### src/tl_pkg.sv
`default_nettype none

package tl_pkg;

  // Token kinds as they leave the block.
  typedef enum logic [4:0] {
    TK_IF     = 5'd0,
    TK_THEN   = 5'd1,
    TK_PRINT  = 5'd2,
    TK_TRUE   = 5'd3,
    TK_FALSE  = 5'd4,
    TK_IDENT  = 5'd5,
    TK_ICONST = 5'd6,
    TK_SCONST = 5'd7,
    TK_PLUS   = 5'd8,
    TK_MINUS  = 5'd9,
    TK_STAR   = 5'd10,
    TK_SLASH  = 5'd11,
    TK_ASSIGN = 5'd12,
    TK_EQ     = 5'd13,
    TK_NEQ    = 5'd14,
    TK_LT     = 5'd15,
    TK_LEQ    = 5'd16,
    TK_GT     = 5'd17,
    TK_GEQ    = 5'd18,
    TK_AND    = 5'd19,
    TK_OR     = 5'd20,
    TK_SC     = 5'd21,
    TK_LPAREN = 5'd22,
    TK_RPAREN = 5'd23,
    TK_ERR    = 5'd24,
    TK_DONE   = 5'd25
  } kind_t;

  localparam int LINE_W  = 24;
  localparam int POS_W   = 32;
  localparam int LEN_W   = 16;
  localparam int INIT_W  = 16;
  localparam int TDATA_W = 72;

  // Token queue between the lexer and the output stage.
  localparam int Q_DEPTH = 4;
  localparam int Q_AW    = $clog2(Q_DEPTH);
  localparam int Q_CW    = $clog2(Q_DEPTH + 1);

  typedef struct packed {
    kind_t              kind;
    logic [LINE_W-1:0]  line;
    logic [POS_W-1:0]   start;
    logic [LEN_W-1:0]   len;
    logic               last;
  } tok_t;

  // Up to two tokens written into the queue in one cycle.
  typedef struct packed {
    logic [1:0] n;
    tok_t       t0;
    tok_t       t1;
  } tl_push_t;

endpackage

`default_nettype wire

### src/token_lexer.sv
// Character lexer. One character enters per transfer on the in_ channel
// (in_tdata = character byte, in_tlast = end of input, character then
// ignored). Tokens leave on the out_ channel with the kind on out_tuser and
// line, lexeme start and length on out_tdata; out_tlast marks the final
// token caused by one input transfer.
// A character gives zero, one or two tokens; end of input gives the pending
// token (or an error token) and then DONE, after which a new stream starts
// at position 0 with the line count reloaded.
// The cfg_ channel writes the initial line number; it also reloads the line
// counter and must only be used while the block is idle.
// Throughput: one character per cycle while in_tready is high. The lexer state is
// registered; tokens pass through a four-entry queue drained one per cycle while
// out_tready is high, and input stalls once more than two tokens are queued, as
// when two-token characters outrun the output. A token goes from the queue into the
// output register to reach out_tvalid; the second token of a pair follows the first.
// Reset (rst_n low, synchronous) clears the lexer, the queue and the
// output register, and sets the initial line to 0. When the receiver holds
// out_tready low, the queue fills and in_tready drops; nothing is lost.
`default_nettype none

module token_lexer
  import tl_pkg::*;
(
  input  wire logic               clk,
  input  wire logic               rst_n,
  input  wire logic               in_tvalid,
  output logic                    in_tready,
  input  wire logic [7:0]         in_tdata,   // [7:0] ch
  input  wire logic               in_tlast,   // end_of_input
  output logic                    out_tvalid,
  input  wire logic               out_tready,
  output logic [TDATA_W-1:0]      out_tdata,  // [23:0] line_number, [55:24] lexeme_start,
                                              // [71:56] lexeme_length
  output logic [4:0]              out_tuser,  // [4:0] token_kind
  output logic                    out_tlast,  // last
  input  wire logic               cfg_tvalid,
  output logic                    cfg_tready,
  input  wire logic [INIT_W-1:0]  cfg_tdata   // [15:0] initial_line
);

  tl_push_t push;
  logic     q_room;
  logic     q_not_empty;
  logic     q_pop;
  tok_t     q_head;
  tok_t     out_tok;
  logic     in_fire;

  assign in_tready  = q_room;
  assign in_fire    = in_tvalid && q_room;
  assign cfg_tready = 1'b1;

  tl_front u_front (
    .clk      (clk),
    .rst_n    (rst_n),
    .in_fire  (in_fire),
    .in_ch    (in_tdata),
    .in_eoi   (in_tlast),
    .cfg_we   (cfg_tvalid),
    .cfg_data (cfg_tdata),
    .push     (push)
  );

  tl_queue u_queue (
    .clk       (clk),
    .rst_n     (rst_n),
    .push      (push),
    .has_room  (q_room),
    .pop       (q_pop),
    .not_empty (q_not_empty),
    .head      (q_head)
  );

  tl_back u_back (
    .clk         (clk),
    .rst_n       (rst_n),
    .q_not_empty (q_not_empty),
    .q_head      (q_head),
    .q_pop       (q_pop),
    .out_valid   (out_tvalid),
    .out_ready   (out_tready),
    .out_tok     (out_tok)
  );

  // Output packing, first field in the low bits.
  assign out_tdata = {out_tok.len, out_tok.start, out_tok.line};
  assign out_tuser = out_tok.kind;
  assign out_tlast = out_tok.last;

endmodule

`default_nettype wire

### src/tl_front.sv
`default_nettype none

module tl_front
  import tl_pkg::*;
(
  input  wire logic              clk,
  input  wire logic              rst_n,
  input  wire logic              in_fire,
  input  wire logic [7:0]        in_ch,
  input  wire logic              in_eoi,
  input  wire logic              cfg_we,
  input  wire logic [INIT_W-1:0] cfg_data,
  output tl_push_t               push
);

  typedef enum logic [3:0] {
    M_BEGIN = 4'd0,
    M_ID    = 4'd1,
    M_STR   = 4'd2,
    M_EQ    = 4'd3,
    M_LT    = 4'd4,
    M_GT    = 4'd5,
    M_AND   = 4'd6,
    M_OR    = 4'd7,
    M_NOT   = 4'd8,
    M_INT   = 4'd9,
    M_CMT   = 4'd10
  } mode_t;

  localparam logic [7:0] CH_NL     = 8'h0A;
  localparam logic [7:0] CH_QUOTE  = 8'h22;
  localparam logic [7:0] CH_HASH   = 8'h23;
  localparam logic [7:0] CH_AMP    = 8'h26;
  localparam logic [7:0] CH_LPAREN = 8'h28;
  localparam logic [7:0] CH_RPAREN = 8'h29;
  localparam logic [7:0] CH_STAR   = 8'h2A;
  localparam logic [7:0] CH_PLUS   = 8'h2B;
  localparam logic [7:0] CH_MINUS  = 8'h2D;
  localparam logic [7:0] CH_SLASH  = 8'h2F;
  localparam logic [7:0] CH_SEMI   = 8'h3B;
  localparam logic [7:0] CH_LT     = 8'h3C;
  localparam logic [7:0] CH_EQ     = 8'h3D;
  localparam logic [7:0] CH_GT     = 8'h3E;
  localparam logic [7:0] CH_BANG   = 8'h21;
  localparam logic [7:0] CH_BAR    = 8'h7C;

  localparam logic [LINE_W-1:0] LINE_MAX = '1;
  localparam logic [LEN_W-1:0]  LEN_MAX  = '1;
  localparam int                NKW      = 5;

  // Keyword text, first character in the low byte: if, then, print, true, false.
  localparam logic [63:0] KW_TEXT [NKW] = '{
    64'h0000_0000_0000_6669,
    64'h0000_0000_6E65_6874,
    64'h0000_0074_6E69_7270,
    64'h0000_0000_6575_7274,
    64'h0000_0065_736C_6166
  };
  localparam logic [2:0] KW_LEN [NKW] = '{3'd2, 3'd4, 3'd5, 3'd4, 3'd5};

  function automatic logic is_alpha(input logic [7:0] c);
    return (c >= 8'h61 && c <= 8'h7A) || (c >= 8'h41 && c <= 8'h5A);
  endfunction

  function automatic logic is_digit(input logic [7:0] c);
    return c >= 8'h30 && c <= 8'h39;
  endfunction

  function automatic logic is_space(input logic [7:0] c);
    return c == 8'h20 || (c >= 8'h09 && c <= 8'h0D);
  endfunction

  function automatic logic [LEN_W-1:0] sat_add(input logic [LEN_W-1:0] a,
                                              input logic [1:0] b);
    logic [LEN_W:0] s;
    s = {1'b0, a} + {{(LEN_W-1){1'b0}}, b};
    return s[LEN_W] ? LEN_MAX : s[LEN_W-1:0];
  endfunction

  function automatic tok_t mk_tok(input kind_t k, input logic [LINE_W-1:0] l,
                                  input logic [POS_W-1:0] s, input logic [LEN_W-1:0] n);
    tok_t t;
    t.kind  = k;
    t.line  = l;
    t.start = s;
    t.len   = n;
    t.last  = 1'b0;
    return t;
  endfunction

  mode_t              mode_r, mode_nxt;
  logic [LINE_W-1:0]  line_r, line_nxt;
  logic [POS_W-1:0]   pos_r, pos_nxt;
  logic [POS_W-1:0]   ostart_r, ostart_nxt;
  logic [LEN_W-1:0]   olen_r, olen_nxt;
  logic [NKW-1:0]     kwc_r, kwc_nxt;
  logic [INIT_W-1:0]  init_r;

  logic [LINE_W-1:0]  line_after;
  logic [LEN_W-1:0]   olen_inc;
  logic [NKW-1:0]     kwc_upd;
  kind_t              id_kind;

  // Token of the open lexeme when it is closed without taking the character.
  logic               pend_vld;
  tok_t               pend_tok;

  // Effect of a character that opens a new lexeme.
  mode_t              st_mode;
  logic               st_touch;
  logic [POS_W-1:0]   st_start;
  logic [LEN_W-1:0]   st_len;
  logic [NKW-1:0]     st_kwc;
  logic               st_emit;
  tok_t               st_tok;

  logic               a_vld, b_vld;
  tok_t               a_tok, b_tok;

  assign line_after = (in_ch == CH_NL && line_r != LINE_MAX) ? line_r + 1'b1 : line_r;
  assign olen_inc   = sat_add(olen_r, 2'd1);

  // Keyword candidates: drop those whose text does not continue with this character.
  always_comb begin
    for (int k = 0; k < NKW; k++) begin
      kwc_upd[k] = kwc_r[k] && (olen_r < {{(LEN_W-3){1'b0}}, KW_LEN[k]}) &&
                   (KW_TEXT[k][{olen_r[2:0], 3'b000} +: 8] == in_ch);
    end
  end

  // An identifier is a keyword when a candidate has exactly the lexeme length.
  always_comb begin
    logic found;
    found   = 1'b0;
    id_kind = TK_IDENT;
    for (int k = 0; k < NKW; k++) begin
      if (!found && kwc_r[k] && olen_r == {{(LEN_W-3){1'b0}}, KW_LEN[k]}) begin
        found   = 1'b1;
        id_kind = kind_t'(5'(k));
      end
    end
  end

  // Pending token, used at end of input and when a delimiter is put back.
  always_comb begin
    pend_vld = 1'b1;
    pend_tok = mk_tok(TK_ERR, line_r, ostart_r, 16'd1);
    unique case (mode_r)
      M_ID:  pend_tok = mk_tok(id_kind, line_r, ostart_r, olen_r);
      M_INT: pend_tok = mk_tok(TK_ICONST, line_r, ostart_r, olen_r);
      M_EQ:  pend_tok = mk_tok(TK_ASSIGN, line_r, ostart_r, 16'd1);
      M_LT:  pend_tok = mk_tok(TK_LT, line_r, ostart_r, 16'd1);
      M_GT:  pend_tok = mk_tok(TK_GT, line_r, ostart_r, 16'd1);
      M_AND, M_OR, M_NOT: pend_tok = mk_tok(TK_ERR, line_r, ostart_r, 16'd1);
      M_STR: pend_tok = mk_tok(TK_ERR, line_r, ostart_r - 1'b1, sat_add(olen_r, 2'd1));
      default: pend_vld = 1'b0;
    endcase
  end

  // Classification of a character that starts a lexeme.
  always_comb begin
    kind_t k;
    st_mode  = M_BEGIN;
    st_touch = !is_space(in_ch);
    st_start = pos_r;
    st_len   = 16'd1;
    st_kwc   = '0;
    st_emit  = 1'b0;
    k        = TK_ERR;
    if (is_alpha(in_ch)) begin
      st_mode = M_ID;
      for (int i = 0; i < NKW; i++) begin
        st_kwc[i] = (KW_TEXT[i][7:0] == in_ch);
      end
    end else if (is_digit(in_ch)) begin
      st_mode = M_INT;
    end else if (!is_space(in_ch)) begin
      unique case (in_ch)
        CH_QUOTE: begin
          st_mode  = M_STR;
          st_start = pos_r + 1'b1;
          st_len   = '0;
        end
        CH_EQ:     st_mode = M_EQ;
        CH_GT:     st_mode = M_GT;
        CH_LT:     st_mode = M_LT;
        CH_AMP:    st_mode = M_AND;
        CH_BAR:    st_mode = M_OR;
        CH_BANG:   st_mode = M_NOT;
        CH_HASH:   st_mode = M_CMT;
        CH_PLUS:   begin st_emit = 1'b1; k = TK_PLUS;   end
        CH_MINUS:  begin st_emit = 1'b1; k = TK_MINUS;  end
        CH_STAR:   begin st_emit = 1'b1; k = TK_STAR;   end
        CH_SLASH:  begin st_emit = 1'b1; k = TK_SLASH;  end
        CH_LPAREN: begin st_emit = 1'b1; k = TK_LPAREN; end
        CH_RPAREN: begin st_emit = 1'b1; k = TK_RPAREN; end
        CH_SEMI:   begin st_emit = 1'b1; k = TK_SC;     end
        default:   begin st_emit = 1'b1; k = TK_ERR;    end
      endcase
    end
    st_tok = mk_tok(k, line_after, pos_r, 16'd1);
  end

  // Lexer step: next state and up to two tokens (a before b).
  always_comb begin
    logic putback;
    putback    = 1'b0;
    mode_nxt   = mode_r;
    line_nxt   = line_r;
    pos_nxt    = pos_r;
    ostart_nxt = ostart_r;
    olen_nxt   = olen_r;
    kwc_nxt    = kwc_r;
    a_vld      = 1'b0;
    a_tok      = pend_tok;
    b_vld      = 1'b0;
    b_tok      = st_tok;

    if (in_eoi) begin
      // Flush the open lexeme, close the stream and start a new one.
      a_vld      = pend_vld;
      b_vld      = 1'b1;
      b_tok      = mk_tok(TK_DONE, line_r, '0, '0);
      mode_nxt   = M_BEGIN;
      line_nxt   = {{(LINE_W-INIT_W){1'b0}}, init_r};
      pos_nxt    = '0;
      ostart_nxt = '0;
      olen_nxt   = '0;
      kwc_nxt    = '0;
    end else begin
      pos_nxt = pos_r + 1'b1;
      unique case (mode_r)
        M_ID: begin
          if (is_alpha(in_ch) || is_digit(in_ch)) begin
            kwc_nxt  = kwc_upd;
            olen_nxt = olen_inc;
          end else begin
            putback = 1'b1;
          end
        end
        M_INT: begin
          if (is_digit(in_ch)) begin
            olen_nxt = olen_inc;
          end else if (is_alpha(in_ch)) begin
            line_nxt = line_after;
            b_vld    = 1'b1;
            b_tok    = mk_tok(TK_ERR, line_after, ostart_r, olen_inc);
            mode_nxt = M_BEGIN;
          end else begin
            putback = 1'b1;
          end
        end
        M_STR: begin
          line_nxt = line_after;
          if (in_ch == CH_NL) begin
            b_vld    = 1'b1;
            b_tok    = mk_tok(TK_ERR, line_after, ostart_r - 1'b1, sat_add(olen_r, 2'd2));
            mode_nxt = M_BEGIN;
          end else if (in_ch == CH_QUOTE) begin
            b_vld    = 1'b1;
            b_tok    = mk_tok(TK_SCONST, line_after, ostart_r, olen_r);
            mode_nxt = M_BEGIN;
          end else begin
            olen_nxt = olen_inc;
          end
        end
        M_EQ, M_LT, M_GT: begin
          if (in_ch == CH_EQ) begin
            line_nxt = line_after;
            b_vld    = 1'b1;
            b_tok    = mk_tok(mode_r == M_EQ ? TK_EQ : (mode_r == M_LT ? TK_LEQ : TK_GEQ),
                              line_after, ostart_r, 16'd2);
            mode_nxt = M_BEGIN;
          end else begin
            putback = 1'b1;
          end
        end
        M_AND, M_OR, M_NOT: begin
          line_nxt = line_after;
          b_vld    = 1'b1;
          mode_nxt = M_BEGIN;
          if (mode_r == M_AND && in_ch == CH_AMP) begin
            b_tok = mk_tok(TK_AND, line_after, ostart_r, 16'd2);
          end else if (mode_r == M_OR && in_ch == CH_BAR) begin
            b_tok = mk_tok(TK_OR, line_after, ostart_r, 16'd2);
          end else if (mode_r == M_NOT && in_ch == CH_EQ) begin
            b_tok = mk_tok(TK_NEQ, line_after, ostart_r, 16'd2);
          end else begin
            b_tok = mk_tok(TK_ERR, line_after, ostart_r, 16'd1);
          end
        end
        M_CMT: begin
          line_nxt = line_after;
          if (in_ch == CH_NL) begin
            mode_nxt = M_BEGIN;
          end
        end
        default: begin
          line_nxt = line_after;
          mode_nxt = st_mode;
          if (st_touch) begin
            ostart_nxt = st_start;
            olen_nxt   = st_len;
            kwc_nxt    = st_kwc;
          end
          b_vld = st_emit;
        end
      endcase

      // A delimiter closes the open lexeme and is then lexed as a fresh character.
      if (putback) begin
        a_vld    = 1'b1;
        line_nxt = line_after;
        mode_nxt = st_mode;
        if (st_touch) begin
          ostart_nxt = st_start;
          olen_nxt   = st_len;
          kwc_nxt    = st_kwc;
        end
        b_vld = st_emit;
      end
    end
  end

  // Pack the tokens into the queue write, marking the final one.
  always_comb begin
    push.n  = 2'd0;
    push.t0 = a_tok;
    push.t1 = b_tok;
    if (a_vld && b_vld) begin
      push.n       = 2'd2;
      push.t1.last = 1'b1;
    end else if (a_vld) begin
      push.n       = 2'd1;
      push.t0.last = 1'b1;
    end else if (b_vld) begin
      push.n       = 2'd1;
      push.t0      = b_tok;
      push.t0.last = 1'b1;
    end
    if (!in_fire) begin
      push.n = 2'd0;
    end
  end

  // Lexer state.
  always_ff @(posedge clk) begin
    if (!rst_n) begin
      mode_r   <= M_BEGIN;
      line_r   <= '0;
      pos_r    <= '0;
      ostart_r <= '0;
      olen_r   <= '0;
      kwc_r    <= '0;
      init_r   <= '0;
    end else if (cfg_we) begin
      init_r <= cfg_data;
      line_r <= {{(LINE_W-INIT_W){1'b0}}, cfg_data};
    end else if (in_fire) begin
      mode_r   <= mode_nxt;
      line_r   <= line_nxt;
      pos_r    <= pos_nxt;
      ostart_r <= ostart_nxt;
      olen_r   <= olen_nxt;
      kwc_r    <= kwc_nxt;
    end
  end

endmodule

`default_nettype wire

### src/tl_queue.sv
`default_nettype none

module tl_queue
  import tl_pkg::*;
(
  input  wire logic clk,
  input  wire logic rst_n,
  input  tl_push_t  push,
  output logic      has_room,
  input  wire logic pop,
  output logic      not_empty,
  output tok_t      head
);

  tok_t             mem_r [Q_DEPTH];
  logic [Q_AW-1:0]  wp_r;
  logic [Q_AW-1:0]  rp_r;
  logic [Q_CW-1:0]  cnt_r;
  logic [Q_AW-1:0]  wp1;
  logic             do_pop;

  assign wp1       = wp_r + 1'b1;
  assign has_room  = cnt_r <= Q_CW'(Q_DEPTH - 2);
  assign not_empty = cnt_r != '0;
  assign do_pop    = pop && not_empty;
  assign head      = mem_r[rp_r];

  // Pointers and fill count; two writes and one read per cycle at most.
  always_ff @(posedge clk) begin
    if (!rst_n) begin
      wp_r  <= '0;
      rp_r  <= '0;
      cnt_r <= '0;
    end else begin
      wp_r  <= wp_r + Q_AW'(push.n);
      rp_r  <= rp_r + Q_AW'(do_pop);
      cnt_r <= cnt_r + Q_CW'(push.n) - Q_CW'(do_pop);
    end
  end

  // Token storage.
  always_ff @(posedge clk) begin
    if (push.n != 2'd0) begin
      mem_r[wp_r] <= push.t0;
    end
    if (push.n == 2'd2) begin
      mem_r[wp1] <= push.t1;
    end
  end

endmodule

`default_nettype wire

### src/tl_back.sv
`default_nettype none

module tl_back
  import tl_pkg::*;
(
  input  wire logic clk,
  input  wire logic rst_n,
  input  wire logic q_not_empty,
  input  tok_t      q_head,
  output logic      q_pop,
  output logic      out_valid,
  input  wire logic out_ready,
  output tok_t      out_tok
);

  logic valid_r;
  tok_t tok_r;

  // Load the output register when it is empty or its token is being taken.
  assign q_pop     = q_not_empty && (!valid_r || out_ready);
  assign out_valid = valid_r;
  assign out_tok   = tok_r;

  always_ff @(posedge clk) begin
    if (!rst_n) begin
      valid_r <= 1'b0;
    end else if (!valid_r || out_ready) begin
      valid_r <= q_not_empty;
    end
  end

  always_ff @(posedge clk) begin
    if (q_pop) begin
      tok_r <= q_head;
    end
  end

endmodule

`default_nettype wire

### config.mk
export PLATFORM = sky130hd
export DESIGN_NAME = token_lexer
export DESIGN_NICKNAME = d
export VERILOG_FILES = /design/src/tl_pkg.sv /design/src/token_lexer.sv /design/src/tl_front.sv /design/src/tl_queue.sv /design/src/tl_back.sv
export SDC_FILE = /design/constraint.sdc
export NUM_CORES = 1
export LEC_CHECK = 0
export ABC_AREA = 1
export BUFFER_PORTS_ARGS = -buffer_cell sky130_fd_sc_hd__buf_2
export CORE_UTILIZATION = 47
export DETAILED_ROUTE_END_ITERATION = 10
export HOLD_SLACK_MARGIN = 0.12
export SYNTH_ARGS = -nofsm -noshare
export SYNTH_HDL_FRONTEND = slang
export SYNTH_HIERARCHICAL = 1
export SYNTH_SLANG_ARGS = --single-unit
### constraint.sdc
create_clock -name clk -period 16.2 [get_ports clk]
set_input_delay 4.86 -clock clk [delete_from_list [all_inputs] [get_ports clk]]
set_output_delay 4.86 -clock clk [all_outputs]
set_load 0.01 [all_outputs]
Word-level counts from Yosys, hierarchy flattened
Memory sizes are Yosys's and may differ from the RTL's. A register that Yosys moved wholly into a read port is not among the register bits.
Index checks and enable logic that the tools add are counted.
- shift operators: 5
- bitwise gates (word level): 2
- multiplexer cells: 111
- order comparisons: 12
- $add $sub $neg: 10
- eq/ne operators: 51
- multiply operators: 0
- divide/modulo/power cells: 0
- reduce and logical (&&, ||, !) cells: 56
- operators with widths (operator ; number):
    $mux 78 ; 10
    $pmux 78 s6 ; 1
    $shiftx 64x7->8 const A ; 5
    $pmux 78 s4 ; 1
    $mux 32 ; 9
    $mux 16 ; 14
    $mux 24 ; 6
    $eq 8x6->1 const B ; 15
    $mux 79 ; 1
    $mux 77 ; 1
    $pmux 24 s3 ; 1
    $pmux 16 s4 ; 1
    $mux 5 ; 10
    $mux 4 ; 11
    $eq 8x8->1 ; 5
    $pmux 5 s7 ; 1
    $add 32x1->32 const B ; 1
    $eq 16x3->1 const B ; 2
    $eq 7x8->1 const A ; 4
    $lt 16x3->1 const B ; 2
    $pmux 4 s8 ; 1
    $sub 32x1->32 const B ; 1
    $logic_and 1x1->1 ; 31
    $mux 1 ; 30
    52 further kinds ; 83
- memories: 1
- bits in latches: 0
- register bits: 137
- RAM bits: 312
- input bits: 30
- ROM bits: 0
- logic and storage cells: 260
- memories (memory ; words ; width ; rd ports ; clocked after Yosys merged registers in ; write ports ; line ; text):
    u_queue.mem_r ; 4 ; 78 ; 1 ; 1 ; 2 ; tl_queue.sv:15 ; tok_t mem_r [Q_DEPTH];

Depth between registers and ports, before layout
- depth after elaboration: 27
- depth in mapped cells: 23

Cells and area by module
The synthesis kept the hierarchy.
- modules (own cells, without submodules) (module ; times used ; cells an instance ; area an instance (um^2) ; sequential area each (um^2)):
    tl_queue ; 1 ; 1588 ; 15252.1 ; 9509.1
    tl_front ; 1 ; 2780 ; 14587.7 ; 2582.5
    tl_back ; 1 ; 85 ; 2393.5 ; 2362.3
    token_lexer ; 1 ; 4 ; 18.8 ; 0.0

Worst setup path after synthesis
Ideal clock, no wire load.
- path kind: input-to-reg
- start: input in_tdata[4]
- end: memory u_queue/mem_r[3][0] in the netlist's numbering (enable)
- setup slack: 3.297 ns
- data arrival time: 12.274 ns
- stages on the path: 17
- library setup time: 0.629 ns
- path buffers: 2
- path through: buf_4 -> inv_4 -> nand2_4 -> nor2_8 -> inv_2 -> nor2_1 -> a21oi_2 -> buf_4 -> nand2_1 -> nor2_1 -> nand2_1 -> nand2_1 -> ha_1 -> nand2_1 -> inv_1 -> nor2_1 -> o31ai_1
- RTL lines (item ; line ; text):
    start, declared ; token_lexer.sv:28 ; input wire logic [7:0] in_tdata,
    end, declared ; tl_queue.sv:15 ;

==> flow_metrics.tcl <==
set metrics [dict create \
    status "finished clean" \
    worst-endpoint-arrival_ns 10.21 \
    synth_cells 4457 \
    hold_class "register to register" \
    die_w_microns 264 \
    place.gp.congestion 0.960 \
    antenna_found_initial 1 \
    cts_buffer_depth 3 \
    synth_area_leaders "edfxtp_1 (36%), nand2_1 (14%), dfxtp_1 (8.5%)" \
    cts_sinks 527 \
    post_route_cells_drive_above_1_share 0.0740 \
    seq_area_frac_synth 0.448 \
    yosysTopAreaCell "edfxtp_1" \
    clk_pin_slew_ns 0.06 \
    fin_nets 4436 \
    clock_latency_ns 0.64 \
    drt-total-wl_microns 99700 \
    power_density_nw_per_um2 144 \
    fin_tns_setup_ns 0 \
    placed_area_sq_um 33000 \
    fin_crit_sh 0.615 \
    finalHoldViolations 0 \
    area_delta_synth_final_pct 8.97 \
    path_class "input pin to register" \
    grt_first_pass_wirelength_microns 154000 \
    p_total_mw 5.06 \
    ys.flop_type "edfxtp_1" \
    cts_hold_buf 0 \
    ant_nets 0 \
    dieArea_sq_um 69700 \
    yosys_register_bits 527 \
    setup_ws_ns 6.23 \
    wl_per_cell_microns 18.8 \
    htree_levels 2 \
    track_usage 0.281 \
    setup_violations 0 \
    synth_cell_types 45 \
    startpoint_type "input pin" \
    start_util 0.478 \
    hold_ws_ns 0.465 \
    pwr-share-seq 0.393 \
    clockRootBuffer "clkbuf_16" \
    clockPowerShare 0.299 \
    synthArstFlopShare 0 \
    rsz0062_at_grt "no" \
    r2r_slack_ns 10.38 \
    rr_endpoint "u_queue/mem_r[0][35]" \
    dr.pass1.iters 6 \
    cts_tree "yes" \
    finalMaxSlewViolations 0 \
    irDropWorstVdd_uv 88.5 \
    syn_area_sq_um 32300 \
    stdcell_count 5309 \
    synth.most_common_cell "nand2_1" \
    via_count 29230 \
    post_cts_buffers 0 \
    swShare 0.355 \
    clock-skew-final_ns 0.0310 \
    holdCritStartpoint "u_front/init_r[9]" \
    maxSlewHeadroom 0.268 \
    cp.required_ns 16.44 \
    power.leakage_nw 13.7 \
    dp_cells 5200 \
    grt_pass1_vias 26677 \
    internal-power_mw 3.26 \
    tritoncts.num_buffers 58 \
    synth_fp_nets 4506 \
    avgSynthCellArea_sq_um 7.24 \
    worstMarginPinSlew_ns 1.10 \
    max_clock_freq_mhz 100 \
    reg2reg_depth 17 \
    route.detailed.drc 0 \
    r2r-start "u_front/mode_r[1]" \
    power_frac_comb 0.308 \
    cts.repair.resized 0 \
    fin_util 0.521 \
    grt_max_degree 95 \
    first_iter_violations 2616 \
    min_path_cells 2 \
    viasPerCell 5.51 \
    dp.final_hpwl_microns 66900 \
    io_buffers 109 \
    min_period_ns 9.97 \
    io_pins 111 \
    cap_violations 0 \
    fp.coreArea_sq_um 67500 \
    endpoint_kind "register" \
    whs_endpoint "u_front/init_r[9]" \
    final_area_sq_um 35100 \
    yosysWarnings 6 \
    netlist.area_leader.share 0.363 \
    dp_slack_ns 5.55 \
    chipHeight_microns 264 \
    rows 95 \
    switchingPower_mw 1.79 \
    synth_edf_count 390 \
    netlist_top_cells_count "nand2_1 (1215), nor2_1 (527), o21ai_0 (446), edfxtp_1 (390), inv_1 (368)" \
    crit_fanout 94 \
    grt_overflow_total 0 \
]
sequential cells by signal, indices dropped and copies added (netlist names), 5 cells and up:
register	flops
u_front/ostart_r	32
u_front/pos_r	32
u_front/kwc_r	5
u_back/out_tok	78
u_queue/mem_r	312
u_front/olen_r	16
u_front/line_r	24
u_front/init_r	16
kinds of logic (layout without fill, tap and decap cells):
logic type,Yosys count,after routing,synth area share
compound gates,1071,1071,0.175
xor+xnor,65,65,0.0177
other cells,1,2,0.000116
flops,527,527,0.448
simple gates,2105,2105,0.264
buf+inv,669,647,0.0867
fa+ha+maj,19,19,0.00760
layer usage:
layer,track usage,part of all wire
met5,0,0.00013
met4,0.0970,0.034
met3,0.0383,0.072
met2,0.447,0.45
met1,0.393,0.45
placed cells by master (no fill, tap or decap), types with 5 or more instances in the layout:
| master | synthesis | layout |
|---|---|---|
| a31oi_1 | 7 | 7 |
| o211ai_1 | 22 | 22 |
| o21a_1 | 6 | 6 |
| ha_1 | 18 | 18 |
| inv_1 | 368 | 366 |
| clkinv_2 | 0 | 11 |
| nand4_1 | 34 | 34 |
| o21ai_0 | 446 | 446 |
| clkbuf_1 | 123 | 6 |
| nor3_1 | 28 | 28 |
| nor2_2 | 6 | 6 |
| a21boi_0 | 7 | 7 |
| edfxtp_1 | 390 | 390 |
| nand2_2 | 12 | 13 |
| a21oi_1 | 140 | 139 |
| bufinv_16 | 0 | 17 |
| inv_2 | 21 | 22 |
| a21oi_2 | 7 | 5 |
| nor2_1 | 527 | 526 |
| a22oi_1 | 13 | 13 |
| nand2_4 | 1 | 7 |
| clkbuf_16 | 0 | 58 |
| nand3_1 | 256 | 255 |
| buf_4 | 19 | 34 |
| clkinv_1 | 4 | 8 |
| xnor2_1 | 8 | 8 |
| o22ai_1 | 95 | 95 |
| o21ai_1 | 319 | 319 |
| nand2_1 | 1215 | 1208 |
| buf_2 | 114 | 109 |
| dfxtp_1 | 137 | 135 |
| or2_2 | 11 | 11 |
| xor2_1 | 57 | 57 |
| nor2_4 | 7 | 8 |
worst max path at each step:
| stage | start | endpoint | slack, ns |
|---|---|---|---|
| 6_report | in_tdata[1] | u_queue/mem_r[0][35] | 6.23 |
| 5_1_grt | in_tdata[1] | u_queue/mem_r[0][36] | 5.80 |
| 4_1_cts | in_tdata[1] | u_queue/mem_r[0][42] | 6.23 |
| 3_5_place_dp | in_tdata[3] | u_queue/mem_r[0][45] | 5.55 |
| 3_3_place_gp | in_tdata[3] | u_queue/mem_r[0][45] | 5.61 |
| 2_1_floorplan | in_tdata[4] | u_queue/mem_r[3][0] | 3.30 |
layout make-up:
class,instances,area (sq um)
Fill cell,6683,32400
Multi-Input combinational cell,3261,15100
Sequential cell,527,14500
Inverter,396,1500
Clock buffer,64,1470
Tap cell,873,1090
Timing Repair Buffer,143,801
Clock inverter,44,712
Antenna cell,1,2.50
worst max-delay path, stage by stage:
cell	delay, ns
buf_2	0.19
inv_4	0.12
nor2_2	0.06
nand2_2	0.10
nor2_4	0.03
buf_4	0.26
inv_2	0.50
nand2_1	0.13
nand2_2	0.20
nand3_2	0.11
nor2_2	0.17
nand2_1	0.17
ha_1	0.40
nand2_1	0.09
inv_1	0.10
nor2_4	0.26
nand3_4	0.84
nand2_4	0.82
buf_4	0.73
power by group through the flow:
| stage | registers, mW | logic (mW) | clock network (mW) |
|---|---|---|---|
| after floorplan | 2.06 | 1.03 | 0 |
| after global placement | 2.01 | 1.55 | 0 |
| after detailed placement | 2.02 | 1.56 | 0 |
| after CTS | 1.99 | 1.56 | 1.54 |
| after global routing | 2.01 | 1.73 | 1.59 |
| final | 1.99 | 1.56 | 1.51 |
Note: power is estimated with default switching activity, not from simulation.
